`src/u8dw_pkg.sv`:
```
package u8dw_pkg;

   localparam int TOTAL_BITS = 16;
   localparam int RUN_BITS   = 16;
   localparam int CP_BITS    = 21;
   localparam int JOB_DEPTH  = 4;
   localparam int WIDE_SPANS = 13;

   localparam logic [CP_BITS-1:0] REPL_CP = 21'h00FFFD;

   typedef enum logic [1:0] {
      TAIL_NONE,
      TAIL_CP,
      TAIL_TOTAL
   } tail_type;

   // replacement results first, then the optional tail result
   typedef struct packed {
      logic [2:0]         rep_count;
      tail_type           tail;
      logic [CP_BITS-1:0] cp;
      logic [1:0]         width;
   } job_type;

   localparam logic [CP_BITS-1:0] WIDE_LO [WIDE_SPANS] = '{
      21'h01100, 21'h02329, 21'h02E80, 21'h03040, 21'h0AC00, 21'h0F900, 21'h0FE10,
      21'h0FE30, 21'h0FF00, 21'h0FFE0, 21'h1F600, 21'h20000, 21'h30000
   };

   localparam logic [CP_BITS-1:0] WIDE_HI [WIDE_SPANS] = '{
      21'h0115F, 21'h0232A, 21'h0303E, 21'h0A4CF, 21'h0D7A3, 21'h0FAFF, 21'h0FE19,
      21'h0FE6F, 21'h0FF60, 21'h0FFE6, 21'h1F64F, 21'h2FFFD, 21'h3FFFD
   };

   function automatic logic [1:0] cp_width(input logic [CP_BITS-1:0] cp);
      logic [1:0] w;
      w = 2'd1;
      if (cp < 21'h80) begin
         w = (cp < 21'h20 || cp == 21'h7F) ? 2'd0 : 2'd1;
      end else if (cp == 21'h200B || cp == 21'h200C || cp == 21'h200D
                   || cp == 21'hFE0F) begin
         w = 2'd0;
      end else if (cp >= 21'h300) begin
         for (int i = 0; i < WIDE_SPANS; i++) begin
            if (cp >= WIDE_LO[i] && cp <= WIDE_HI[i]) begin
               w = 2'd2;
            end
         end
      end
      return w;
   endfunction

endpackage

```
`src/u8dw_front.sv`:
```
module u8dw_front
   import u8dw_pkg::*;
(
   input  logic       clock,
   input  logic       reset,
   input  logic       req_push,
   input  logic       req_op,
   input  logic [7:0] req_data_byte,
   input  logic       fifo_full,
   output logic       job_push,
   output job_type    job
);

   logic [1:0] held_count_ff, held_count_in;
   logic [2:0] exp_len_ff, exp_len_in;
   logic [7:0] held_ff [3];
   logic [7:0] held_in [3];
   logic       accept;
   logic [2:0] lead_len;
   logic [2:0] rep;
   tail_type   tail;
   logic [CP_BITS-1:0] cp;
   logic       bad;

   // 1 ascii, 2..4 multibyte lead, 0 invalid
   always_comb begin
      priority if (req_data_byte[7] == 1'b0) begin
         lead_len = 3'd1;
      end else if (req_data_byte[7:5] == 3'b110) begin
         lead_len = 3'd2;
      end else if (req_data_byte[7:4] == 4'b1110) begin
         lead_len = 3'd3;
      end else if (req_data_byte[7:3] == 5'b11110) begin
         lead_len = 3'd4;
      end else begin
         lead_len = 3'd0;
      end
   end

   always_comb begin
      held_count_in = held_count_ff;
      exp_len_in    = exp_len_ff;
      held_in       = held_ff;
      rep           = 3'd0;
      tail          = TAIL_NONE;
      cp            = '0;
      bad           = 1'b0;
      if (req_op) begin
         rep           = {1'b0, held_count_ff};
         tail          = TAIL_TOTAL;
         held_count_in = 2'd0;
         exp_len_in    = 3'd0;
      end else if (held_count_ff == 2'd0 || req_data_byte[7:6] != 2'b10) begin
         // flush whatever is held, then read the byte as a lead
         rep           = {1'b0, held_count_ff};
         held_count_in = 2'd0;
         exp_len_in    = 3'd0;
         if (lead_len == 3'd1) begin
            tail = TAIL_CP;
            cp   = {13'd0, req_data_byte};
         end else if (lead_len == 3'd0) begin
            rep = rep + 3'd1;
         end else begin
            held_count_in = 2'd1;
            exp_len_in    = lead_len;
            held_in[0]    = req_data_byte;
         end
      end else if (({1'b0, held_count_ff} + 3'd1) < exp_len_ff) begin
         held_in[held_count_ff] = req_data_byte;
         held_count_in          = held_count_ff + 2'd1;
      end else begin
         unique case (exp_len_ff)
            3'd2: begin
               cp  = {10'd0, held_ff[0][4:0], req_data_byte[5:0]};
               bad = cp < 21'h80;
            end
            3'd3: begin
               cp  = {5'd0, held_ff[0][3:0], held_ff[1][5:0], req_data_byte[5:0]};
               bad = cp < 21'h800 || (cp >= 21'hD800 && cp <= 21'hDFFF);
            end
            default: begin
               cp  = {held_ff[0][2:0], held_ff[1][5:0], held_ff[2][5:0],
                      req_data_byte[5:0]};
               bad = cp < 21'h10000 || cp > 21'h10FFFF;
            end
         endcase
         if (bad) begin
            rep = {1'b0, held_count_ff} + 3'd1;
         end else begin
            tail = TAIL_CP;
         end
         held_count_in = 2'd0;
         exp_len_in    = 3'd0;
      end
   end

   assign accept        = req_push && !fifo_full;
   assign job.rep_count = rep;
   assign job.tail      = tail;
   assign job.cp        = cp;
   assign job.width     = cp_width(cp);
   assign job_push      = accept && (rep != 3'd0 || tail != TAIL_NONE);

   always_ff @(posedge clock) begin
      if (reset) begin
         held_count_ff <= 2'd0;
         exp_len_ff    <= 3'd0;
      end else if (accept) begin
         held_count_ff <= held_count_in;
         exp_len_ff    <= exp_len_in;
      end
   end

   always_ff @(posedge clock) begin
      if (accept) begin
         held_ff <= held_in;
      end
   end

endmodule

```
`src/u8dw_fifo.sv`:
```
module u8dw_fifo
   import u8dw_pkg::*;
(
   input  logic    clock,
   input  logic    reset,
   input  logic    push,
   input  job_type push_data,
   input  logic    pop,
   output job_type pop_data,
   output logic    full,
   output logic    empty
);

   localparam int PTR_BITS = (JOB_DEPTH > 1) ? $clog2(JOB_DEPTH) : 1;
   localparam int CNT_BITS = $clog2(JOB_DEPTH + 1);

   job_type              mem_ff [JOB_DEPTH];
   logic [PTR_BITS-1:0]  wr_ptr_ff, rd_ptr_ff;
   logic [CNT_BITS-1:0]  count_ff;
   logic                 do_push, do_pop;

   assign full     = count_ff == CNT_BITS'(JOB_DEPTH);
   assign empty    = count_ff == '0;
   assign do_push  = push && !full;
   assign do_pop   = pop && !empty;
   assign pop_data = mem_ff[rd_ptr_ff];

   always_ff @(posedge clock) begin
      if (reset) begin
         wr_ptr_ff <= '0;
         rd_ptr_ff <= '0;
         count_ff  <= '0;
      end else begin
         if (do_push) begin
            wr_ptr_ff <= (wr_ptr_ff == PTR_BITS'(JOB_DEPTH - 1)) ? '0 : wr_ptr_ff + 1'b1;
         end
         if (do_pop) begin
            rd_ptr_ff <= (rd_ptr_ff == PTR_BITS'(JOB_DEPTH - 1)) ? '0 : rd_ptr_ff + 1'b1;
         end
         if (do_push && !do_pop) begin
            count_ff <= count_ff + 1'b1;
         end else if (do_pop && !do_push) begin
            count_ff <= count_ff - 1'b1;
         end
      end
   end

   always_ff @(posedge clock) begin
      if (do_push) begin
         mem_ff[wr_ptr_ff] <= push_data;
      end
   end

endmodule

```
`src/u8dw_back.sv`:
```
module u8dw_back
   import u8dw_pkg::*;
(
   input  logic                clock,
   input  logic                reset,
   input  logic                job_ready,
   input  job_type             job,
   output logic                job_take,
   input  logic                rsp_pop,
   output logic                rsp_empty,
   output logic [CP_BITS-1:0]  rsp_code_point,
   output logic [1:0]          rsp_char_width,
   output logic [RUN_BITS-1:0] rsp_running_width,
   output logic                rsp_replaced,
   output logic                rsp_is_total,
   output logic                rsp_last
);

   logic                  cur_valid_ff;
   logic [2:0]            rem_ff;
   tail_type              tail_ff;
   logic [CP_BITS-1:0]    cp_ff;
   logic [1:0]            width_ff;
   logic [TOTAL_BITS-1:0] total_ff, total_in, sat_sum;
   logic [TOTAL_BITS:0]   sum;

   logic                  out_valid_ff;
   logic [CP_BITS-1:0]    out_cp_ff;
   logic [1:0]            out_width_ff;
   logic [RUN_BITS-1:0]   out_run_ff;
   logic                  out_rep_ff, out_total_ff, out_last_ff;

   logic                  load, emit, is_rep, is_last, is_tot;
   logic [CP_BITS-1:0]    res_cp;
   logic [1:0]            res_width;

   assign load    = !out_valid_ff || rsp_pop;
   assign emit    = cur_valid_ff && load;
   assign is_rep  = rem_ff != 3'd0;
   assign is_tot  = !is_rep && tail_ff == TAIL_TOTAL;
   assign is_last = is_rep ? (rem_ff == 3'd1 && tail_ff == TAIL_NONE) : 1'b1;
   assign res_cp  = is_rep ? REPL_CP : (is_tot ? '0 : cp_ff);
   assign res_width = is_rep ? 2'd1 : (is_tot ? 2'd0 : width_ff);

   // saturating width total
   assign sum      = {1'b0, total_ff} + {{(TOTAL_BITS - 1){1'b0}}, res_width};
   assign sat_sum  = sum[TOTAL_BITS] ? '1 : sum[TOTAL_BITS-1:0];
   assign total_in = is_tot ? '0 : sat_sum;

   assign job_take = job_ready && (!cur_valid_ff || (emit && is_last));

   always_ff @(posedge clock) begin
      if (reset) begin
         cur_valid_ff <= 1'b0;
         total_ff     <= '0;
         out_valid_ff <= 1'b0;
      end else begin
         if (job_take) begin
            cur_valid_ff <= 1'b1;
         end else if (emit && is_last) begin
            cur_valid_ff <= 1'b0;
         end
         if (emit) begin
            total_ff     <= total_in;
            out_valid_ff <= 1'b1;
         end else if (rsp_pop) begin
            out_valid_ff <= 1'b0;
         end
      end
   end

   always_ff @(posedge clock) begin
      if (job_take) begin
         rem_ff   <= job.rep_count;
         tail_ff  <= job.tail;
         cp_ff    <= job.cp;
         width_ff <= job.width;
      end else if (emit && is_rep) begin
         rem_ff <= rem_ff - 3'd1;
      end
      if (emit) begin
         out_cp_ff    <= res_cp;
         out_width_ff <= res_width;
         out_run_ff   <= RUN_BITS'(sat_sum);
         out_rep_ff   <= is_rep;
         out_total_ff <= is_tot;
         out_last_ff  <= is_last;
      end
   end

   assign rsp_empty         = !out_valid_ff;
   assign rsp_code_point    = out_cp_ff;
   assign rsp_char_width    = out_width_ff;
   assign rsp_running_width = out_run_ff;
   assign rsp_replaced      = out_rep_ff;
   assign rsp_is_total      = out_total_ff;
   assign rsp_last          = out_last_ff;

endmodule

```
`src/utf8_decode_width_stream_unit.sv`:
```
// UTF-8 decoder with display width. Bytes enter one per cycle through the
// req_ queue port; each complete character leaves as one result with its code
// point, terminal width (0, 1 or 2) and the saturating running width total.
// Broken sequences, overlong forms, surrogates and values above U+10FFFF give
// one U+FFFD per byte involved; an end item (req_op high) flushes held bytes
// as U+FFFD and then gives the total, which is cleared. The front end takes
// one item every cycle while its 4-entry job queue has room; the back end
// writes one result per cycle while rsp_ is popped or empty, so an item that
// causes several results keeps it busy; the queue absorbs such bursts. A result
// passes the job queue, then the back end's current-job and output registers.
module utf8_decode_width_stream_unit
   import u8dw_pkg::*;
(
   input  logic                clock,
   input  logic                reset,
   input  logic                req_push,
   output logic                req_full,
   input  logic                req_op,
   input  logic [7:0]          req_data_byte,
   output logic                rsp_empty,
   input  logic                rsp_pop,
   output logic [CP_BITS-1:0]  rsp_code_point,
   output logic [1:0]          rsp_char_width,
   output logic [RUN_BITS-1:0] rsp_running_width,
   output logic                rsp_replaced,
   output logic                rsp_is_total,
   output logic                rsp_last
);

   logic    job_push, job_take, fifo_full, fifo_empty;
   job_type push_job, pop_job;

   assign req_full = fifo_full;

   u8dw_front front (
      .clock         (clock),
      .reset         (reset),
      .req_push      (req_push),
      .req_op        (req_op),
      .req_data_byte (req_data_byte),
      .fifo_full     (fifo_full),
      .job_push      (job_push),
      .job           (push_job)
   );

   u8dw_fifo job_queue (
      .clock     (clock),
      .reset     (reset),
      .push      (job_push),
      .push_data (push_job),
      .pop       (job_take),
      .pop_data  (pop_job),
      .full      (fifo_full),
      .empty     (fifo_empty)
   );

   u8dw_back back (
      .clock             (clock),
      .reset             (reset),
      .job_ready         (!fifo_empty),
      .job               (pop_job),
      .job_take          (job_take),
      .rsp_pop           (rsp_pop),
      .rsp_empty         (rsp_empty),
      .rsp_code_point    (rsp_code_point),
      .rsp_char_width    (rsp_char_width),
      .rsp_running_width (rsp_running_width),
      .rsp_replaced      (rsp_replaced),
      .rsp_is_total      (rsp_is_total),
      .rsp_last          (rsp_last)
   );

   a_reset_empty : assert property (@(posedge clock) reset |=> rsp_empty)
      else $error("result waiting right after reset");

   a_total_shape : assert property (@(posedge clock) disable iff (reset)
      !rsp_empty && rsp_is_total |->
         rsp_code_point == '0 && rsp_char_width == 2'd0 && rsp_last && !rsp_replaced)
      else $error("malformed total result");

   a_repl_shape : assert property (@(posedge clock) disable iff (reset)
      !rsp_empty && rsp_replaced |-> rsp_code_point == REPL_CP && rsp_char_width == 2'd1)
      else $error("malformed replacement result");

   a_width_range : assert property (@(posedge clock) disable iff (reset)
      !rsp_empty |-> rsp_char_width != 2'd3)
      else $error("char width out of range");

endmodule

```
`config.mk`:
```
export PLATFORM = sky130hd
export DESIGN_NAME = utf8_decode_width_stream_unit
export DESIGN_NICKNAME = d
export VERILOG_FILES = /design/src/u8dw_pkg.sv /design/src/u8dw_front.sv /design/src/u8dw_fifo.sv /design/src/u8dw_back.sv /design/src/utf8_decode_width_stream_unit.sv
export SDC_FILE = /design/constraint.sdc
export NUM_CORES = 1
export LEC_CHECK = 0
export BUFFER_PORTS_ARGS = -buffer_cell sky130_fd_sc_hd__buf_4
export CORE_UTILIZATION = 27
export DETAILED_ROUTE_END_ITERATION = 8
export PLACE_DENSITY = 0.53
export SKIP_LAST_GASP = 1
export SLEW_MARGIN = 20
export SYNTH_ARGS = -nofsm -noshare
export SYNTH_HDL_FRONTEND = slang
export SYNTH_SLANG_ARGS = --single-unit
export TNS_END_PERCENT = 10
```
`constraint.sdc`:
```
create_clock -name clock -period 4.8 [get_ports clock]
set_clock_uncertainty 0.1 [all_clocks]
set_input_delay 0.48 -clock clock [delete_from_list [all_inputs] [get_ports clock]]
set_output_delay 0.48 -clock clock [all_outputs]
set_load 0.01 [all_outputs]
```
==> flow_summary.ini, run 1 <==
[status]
run_status = completed

[timing]
post-route-min-period_ps = 4401
final_max_slew_viol_count = 0
tightest_slew_ps = 1029
achievable_frequency_mhz = 227.2
hold_violations = 0
rsz0062_at_grt = no
post-route-period-util_pct = 91.69
max_slew_margin_pct = 31.11
fin_hold_ws_ps = 155.0
timing.final.setup_violations = 0
setup-tns-final_ps = 0

[power_and_ir_drop]
power_switching_w = 0.001641
power_density_mw_per_mm2 = 482.4
p_seq_share_pct = 47.2
power.clock.fraction_pct = 32.0
irDropWorstVdd_mv = 0.2889
sw_share_pct = 27.50
cell_internal_pwr_w = 0.004326
power.leakage_nw = 4.126
comb_power_share_pct = 20.7

[setup_path]
setup.worst_path.start_class = flip-flop
data_required_time_of_the_critical_path_ps = 5010
cp_data_arrival_time_ps = 4610
critical_path.max_fanout = 13
timing.critical_path.slowest_stage_cell = o31ai_1
category_of_the_most_critical_setup_path = reg2reg
cpPeakStageDelay_ps = 520
critPathCaptureType = flip-flop
critical_path.n_buffers_inverters = 1
crit_path_cell_trace = inv_1 > ha_1 > ha_1 > nand2_1 > o21a_1 > o22ai_2 > nand2_1 > o31ai_1 > o221ai_1 > a2111oi_1 > nand4_1 > o31ai_2
critPathTopFamily = compound AO/OA/AOI/OAI gates

[global_route]
grt_remaining_overflow = 0
grt_first_pass_wirelength_mm = 39.14
first_global_vias = 6728
initial_antenna_violation_count = 0
largest_net_degree_at_the_start_of_global_routing = 45
grt.total_usage_pct = 12.75

[floorplanning]
core-area_mm2 = 0.03865
dieHeight_um = 199.8
die_area_mm2 = 0.03992
die_width_um = 199.8
core.rowCount = 72
ios = 57
initial_core_util_pct = 27.33

[yosys]
synthFlopType = edfxtp_1
synth_most_common_cell = edfxtp_1
synth.avg_cell_area_um2 = 13.06
synth.largest_area_cell = edfxtp_1
synth.yosys.seq_area_share_pct = 62.64
syn_inst = 809
mappedNetlistArea_mm2 = 0.01056
yosys_register_bits = 231
synth.top_cells.by_count = edfxtp_1, nand2_1, nor2_1
yosys.cell_types.count = 81
async_flop_share_pct = 0
yosys_warnings = 0
synthDominantCellAreaShare_pct = 56.57
postSynthNetCount = 841
number_of_synthesized_flops_with_an_enable_pin = 199
synth_top_cells_by_area = edfxtp_1, dfxtp_1, mux4_2

[routing]
drt-vias-per-instance = 4.850
routed_wl_mm = 25.18
routed-via-count = 6804
drtPass1Iterations = 5
drc = 0
drt.antenna.violating_nets = 0
drtIter0Drc = 452
wl_per_cell_um = 17.95

[clock_network]
cts.sink_count = 231
clock_tree.root_cell = clkbuf_16
post_cts_buffers = 0
htreeDepth = 1
cts_buffer_depth = 3
clock_tree_from_tritoncts = done
clkLatencyLatePin_ps = 520
cts_buffers = 27
cts-resized-gates = 0
cts.clk_slew.worst_paths_ps = 60
cts-hold-fix-buffers = 0

[placed_design]
port-buffer-count = 56
detailedPlacementHpwl_mm = 17.13
globalplace.congestion = 0.9391
placedCellCount = 1355

[cells_and_area]
fillerInstances = 3879
postLayoutCoreUtil_pct = 32.01
final_cells = 1403
layout-drive-gt1-share_pct = 19.44
insertedDiodeCount = 0
synthToLayoutAreaGrowth_pct = 17.11
final_nets = 898

[hold_path]
min_path_type = in2reg

[job]
max_cap_violations = 0
==> placed cells by master, fill, tap and decap left out, drive strengths merged, types with 8 or more instances in the layout <==
| cell | n |
|---|---|
| a21oi | 26 |
| a22oi | 14 |
| and2 | 18 |
| and3 | 17 |
| buf | 68 |
| clkbuf | 35 |
| clkinv | 10 |
| dfxtp | 32 |
| edfxtp | 199 |
| ha | 17 |
| inv | 29 |
| mux2 | 14 |
| mux2i | 12 |
| mux4 | 28 |
| nand2 | 92 |
| nand3 | 21 |
| nand4 | 12 |
| nor2 | 66 |
| nor3 | 20 |
| nor4 | 14 |
| o21ai | 22 |
| or4 | 8 |
==> sequential cells by signal, summed over array words and instances (netlist names), named ones only <==
name and count:
job_queue.rd_ptr_ff 2, back.cur_valid_ff 1, job_queue.mem_ff 112, back.tail_ff 2
back.out_valid_ff 1, job_queue.count_ff 3, job_queue.wr_ptr_ff 2, front.held_ff 17
front.held_count_ff 2, back.rsp_code_point 21, back.rem_ff 3, back.total_ff 16
back.rsp_last 1, back.rsp_running_width 16, back.rsp_char_width 2, back.rsp_replaced 1
back.rsp_is_total 1, back.width_ff 2, front.exp_len_ff 3, back.cp_ff 21
==> area by class of cell <==
class / count / area (um^2) / share of cell area (%)
sequential: 231 / 6619 / 53.51
inverter: 28 / 105.1 / 0.8497
clock inverter: 13 / 123.9 / 1.001
multi-input combinational: 510 / 3657 / 29.57
tap: 518 / 648.1 / 5.240
clock buffer: 35 / 705.7 / 5.705
timing repair buffer: 68 / 510.5 / 4.127
==> worst reg2reg max path: stages (launching register included) <==
cell,delay (ps)
dfxtp_1,450
inv_1,150
ha_1,360
ha_1,280
nand2_1,60
o21a_1,360
o22ai_2,400
nand2_1,260
o31ai_1,520
o221ai_1,280
a2111oi_1,410
nand4_1,190
o31ai_2,360
==> per-stage QoR <==
| step | instance area, um^2 | total power [W] | setup slack [ps] |
|---|---|---|---|
| finish | 12370 | 0.005967 | 398.8 |
| global route | 12370 | 0.006319 | 168.1 |
| global placement | 11530 | 0.004121 | 302.7 |
| floorplan | 10560 | 0.003664 | 1043 |
| detailed placement | 11530 | 0.004141 | 298.2 |
| CTS | 12360 | 0.006081 | 273.2 |
==> power by group through the flow <==
stage	sequential (W)	combinational (W)	clock, W
floorplan	0.00285	0.000815	0
global placement	0.00286	0.00126	0
detailed placement	0.00287	0.00127	0
CTS	0.00283	0.00128	0.00198
global route	0.00286	0.00140	0.00206
finish	0.00282	0.00124	0.00191
==> path summary, 6_finish.rpt <==
path                                             start                      to  slack [ps]  depth (start not counted)
worst max-delay path            front.held_count_ff[0]  job_queue.mem_ff[3][0]         400                         12
worst min-delay path                           rsp_pop       back.out_valid_ff         150                          4
worst max register to register  front.held_count_ff[0]  job_queue.mem_ff[3][0]         400                         12
worst min register to register       back.cur_valid_ff       back.out_valid_ff         410                          2
==> metal layers <==
metal	up-vias	GRT usage, %	part of all wire, %
met3	59	2.134	4.8
met1	3372	18.23	48
met4	0	4.156	2.5
li1	3189	-	-
met2	184	19.57	45
met5	-	0	0
==> logic make-up after synthesis <==
family          synth area share (%)
simple gates                   14.70
flops                          62.64
compound gates                 7.747
buf+inv                        2.819
mux                            8.706
fa+ha+maj                      2.393
xor+xnor                      0.9950
Power figures use the tool's default switching activity.
==> run 2, diff against run 1 <==
Settings changed: BUFFER_PORTS_ARGS -buffer_cell sky130_fd_sc_hd__buf_4 to default, CORE_ASPECT_RATIO from default to 2, DONT_BUFFER_PORTS from default to 1, PLACE_DENSITY 0.53 to 0.51.
==> run 2 against run 1 <==
Utilization shrank 0.97 points. First-iteration DRC count shrank 26%. Sequential share of layout area is 1.6 points higher. Combinational power down 15%. Final cell count shrank 2.9%. Clock power decreased by 12%. Clock-buffer cell count fell by 8. Global-route usage is 1.7 points higher. Critical path type unchanged. Critical endpoint is now job_queue.mem_ff[0][0]. Largest cell class unchanged.
==> flow_summary.ini, run 2 (synthesis gave the netlist of run 1 again) <==
[routing]
routed_wl_mm = 27.86
drtPass1Iterations = 5
drt.antenna.violating_nets = 0
routed-via-count = 6706
drc = 0
drtIter0Drc = 336
wl_per_cell_um = 20.46
drt-vias-per-instance = 4.924

[cells_and_area]
regMostFlops = job_queue.mem_ff
multiInputGateArea_mm2 = 0.003660
most_frequent_standard_cell_in_the_layout_excluding_fill_and_tap_cells = edfxtp_1
layout-drive-gt1-share_pct = 15.32
fillerInstances = 3862
final_cells = 1362
synthToLayoutAreaGrowth_pct = 13.63
insertedDiodeCount = 0
final_nets = 858
largest_reg_flops = 112
layout.cells.most_common_list = edfxtp_1, nand2_1, nor2_1, dfxtp_1, mux4_2
seqCellArea_mm2 = 0.006619

[power_and_ir_drop]
p_seq_share_pct = 51.2
cell_internal_pwr_w = 0.004027
irDropWorstVdd_mv = 0.2268
power.clock.fraction_pct = 30.0
power_density_mw_per_mm2 = 466.5
comb_power_share_pct = 18.8
sw_share_pct = 28.07
power_switching_w = 0.001571
power.leakage_nw = 3.901

[global_route]
first_global_vias = 7068
largest_net_degree_at_the_start_of_global_routing = 45
grt_first_pass_wirelength_mm = 43.03
grt_remaining_overflow = 0
initial_antenna_violation_count = 0
grt.total_usage_pct = 14.49

[status]
run_status = completed

[timing]
rsz0062_at_grt = no
post-route-min-period_ps = 4337
setup-tns-final_ps = 0
timing.final.setup_violations = 0
final_max_slew_viol_count = 0
hold_violations = 0
tightest_slew_ps = 1063
post-route-period-util_pct = 90.35
max_slew_margin_pct = 28.86
achievable_frequency_mhz = 230.6

[floorplanning]
initial_core_util_pct = 27.32
ios = 57
dieHeight_um = 281.7
die_width_um = 141.9
core.rowCount = 102
core-area_mm2 = 0.03867
die_area_mm2 = 0.03996

[hold_path]
min_path_type = in2reg
worst_hold_startpoint = reset

[clock_network]
clock_tree_from_tritoncts = done
htreeDepth = 1
cts_buffers = 22
cts_buffer_depth = 3
post_cts_buffers = 0
clkLatencyLatePin_ps = 510
cts.clk_slew.worst_paths_ps = 60
cts.sink_count = 231
clock_tree.root_cell = clkbuf_16

[setup_path]
critical_path.max_fanout = 13
critical_path.startpoint = front.held_count_ff[0]
category_of_the_most_critical_setup_path = reg2reg
setup.worst_path.start_class = flip-flop
data_required_time_of_the_critical_path_ps = 4980
cp_data_arrival_time_ps = 4520
worstReg2RegStart = front.held_count_ff[0]
critPathCaptureType = flip-flop

[job]
max_cap_violations = 0

[placed_design]
port-buffer-count = 0
detailedPlacementHpwl_mm = 20.12
globalplace.congestion = 0.9465
placedCellCount = 1314
run 2: power by group through the flow:
stage | logic [W] | clock network [W] | registers [W]
final | 0.00105 | 0.00168 | 0.00287
after global routing | 0.00121 | 0.00181 | 0.00292
after CTS | 0.00110 | 0.00174 | 0.00288
after detailed placement | 0.00108 | 0 | 0.00292
after global placement | 0.00108 | 0 | 0.00292
after floorplan | 0.000815 | 0 | 0.00285
run 2: final timing paths:
check        depth (start not counted)  slack [ps]                endpoint
max reg2reg                         12         460  job_queue.mem_ff[0][0]
min reg2reg                          2         410       back.out_valid_ff
max                                 12         460  job_queue.mem_ff[0][0]
min                                  2          30        back.total_ff[2]
run 2: layout make-up:
class,instances,share of cell area (%)
Sequential cell,231,55.14
Multi-Input combinational cell,510,30.49
Tap cell,520,5.421
Clock buffer,27,4.920
Timing Repair Buffer,33,2.314
Inverter,28,0.8756
Clock inverter,13,0.8339
run 2: per-stage QoR:
step / setup WS (ps) / power, W / cell area, um^2 / utilization [%] / hold WS, ps
after global placement: 587.1 / 0.003993 / 11220 / 29.00 / 374.7
after global routing: 199.4 / 0.005936 / 12000 / 31.04 / 13.44
after detailed placement: 500.7 / 0.004006 / 11220 / 29.00 / 391.6
final: 463.1 / 0.005599 / 12000 / 31.04 / 28.87
after CTS: 470.9 / 0.005727 / 12000 / 31.02 / 5.863
after floorplan: 1043 / 0.003664 / 10560 / - / 356.4
run 2: repair_timing:
action	CTS	global route
endpoints found under the hold margin	47	0
endpoints found under the setup margin	0	4
hold buffers	8	0
resized for setup	0	1
run 2: worst max-delay path: stages (launching register included):
cell and delay [ps]:
dfxtp_1 440, inv_1 130, ha_1 360, ha_1 290
nand2_1 60, o21a_1 330, o22ai_1 610, o31ai_1 310
a32oi_1 280, o221ai_1 220, a2111oi_1 360, nand4_1 230
o31ai_2 390
run 2: per-layer routing:
metal,vias up,GRT usage (%),routed length [um],part of all wire [%]
li1,3101,-,-,-
met3,82,2.055,1015,3.6
met2,208,29.62,16170,58
met5,-,0,0,0
met4,0,8.161,1559,5.6
met1,3315,13.17,9121,33
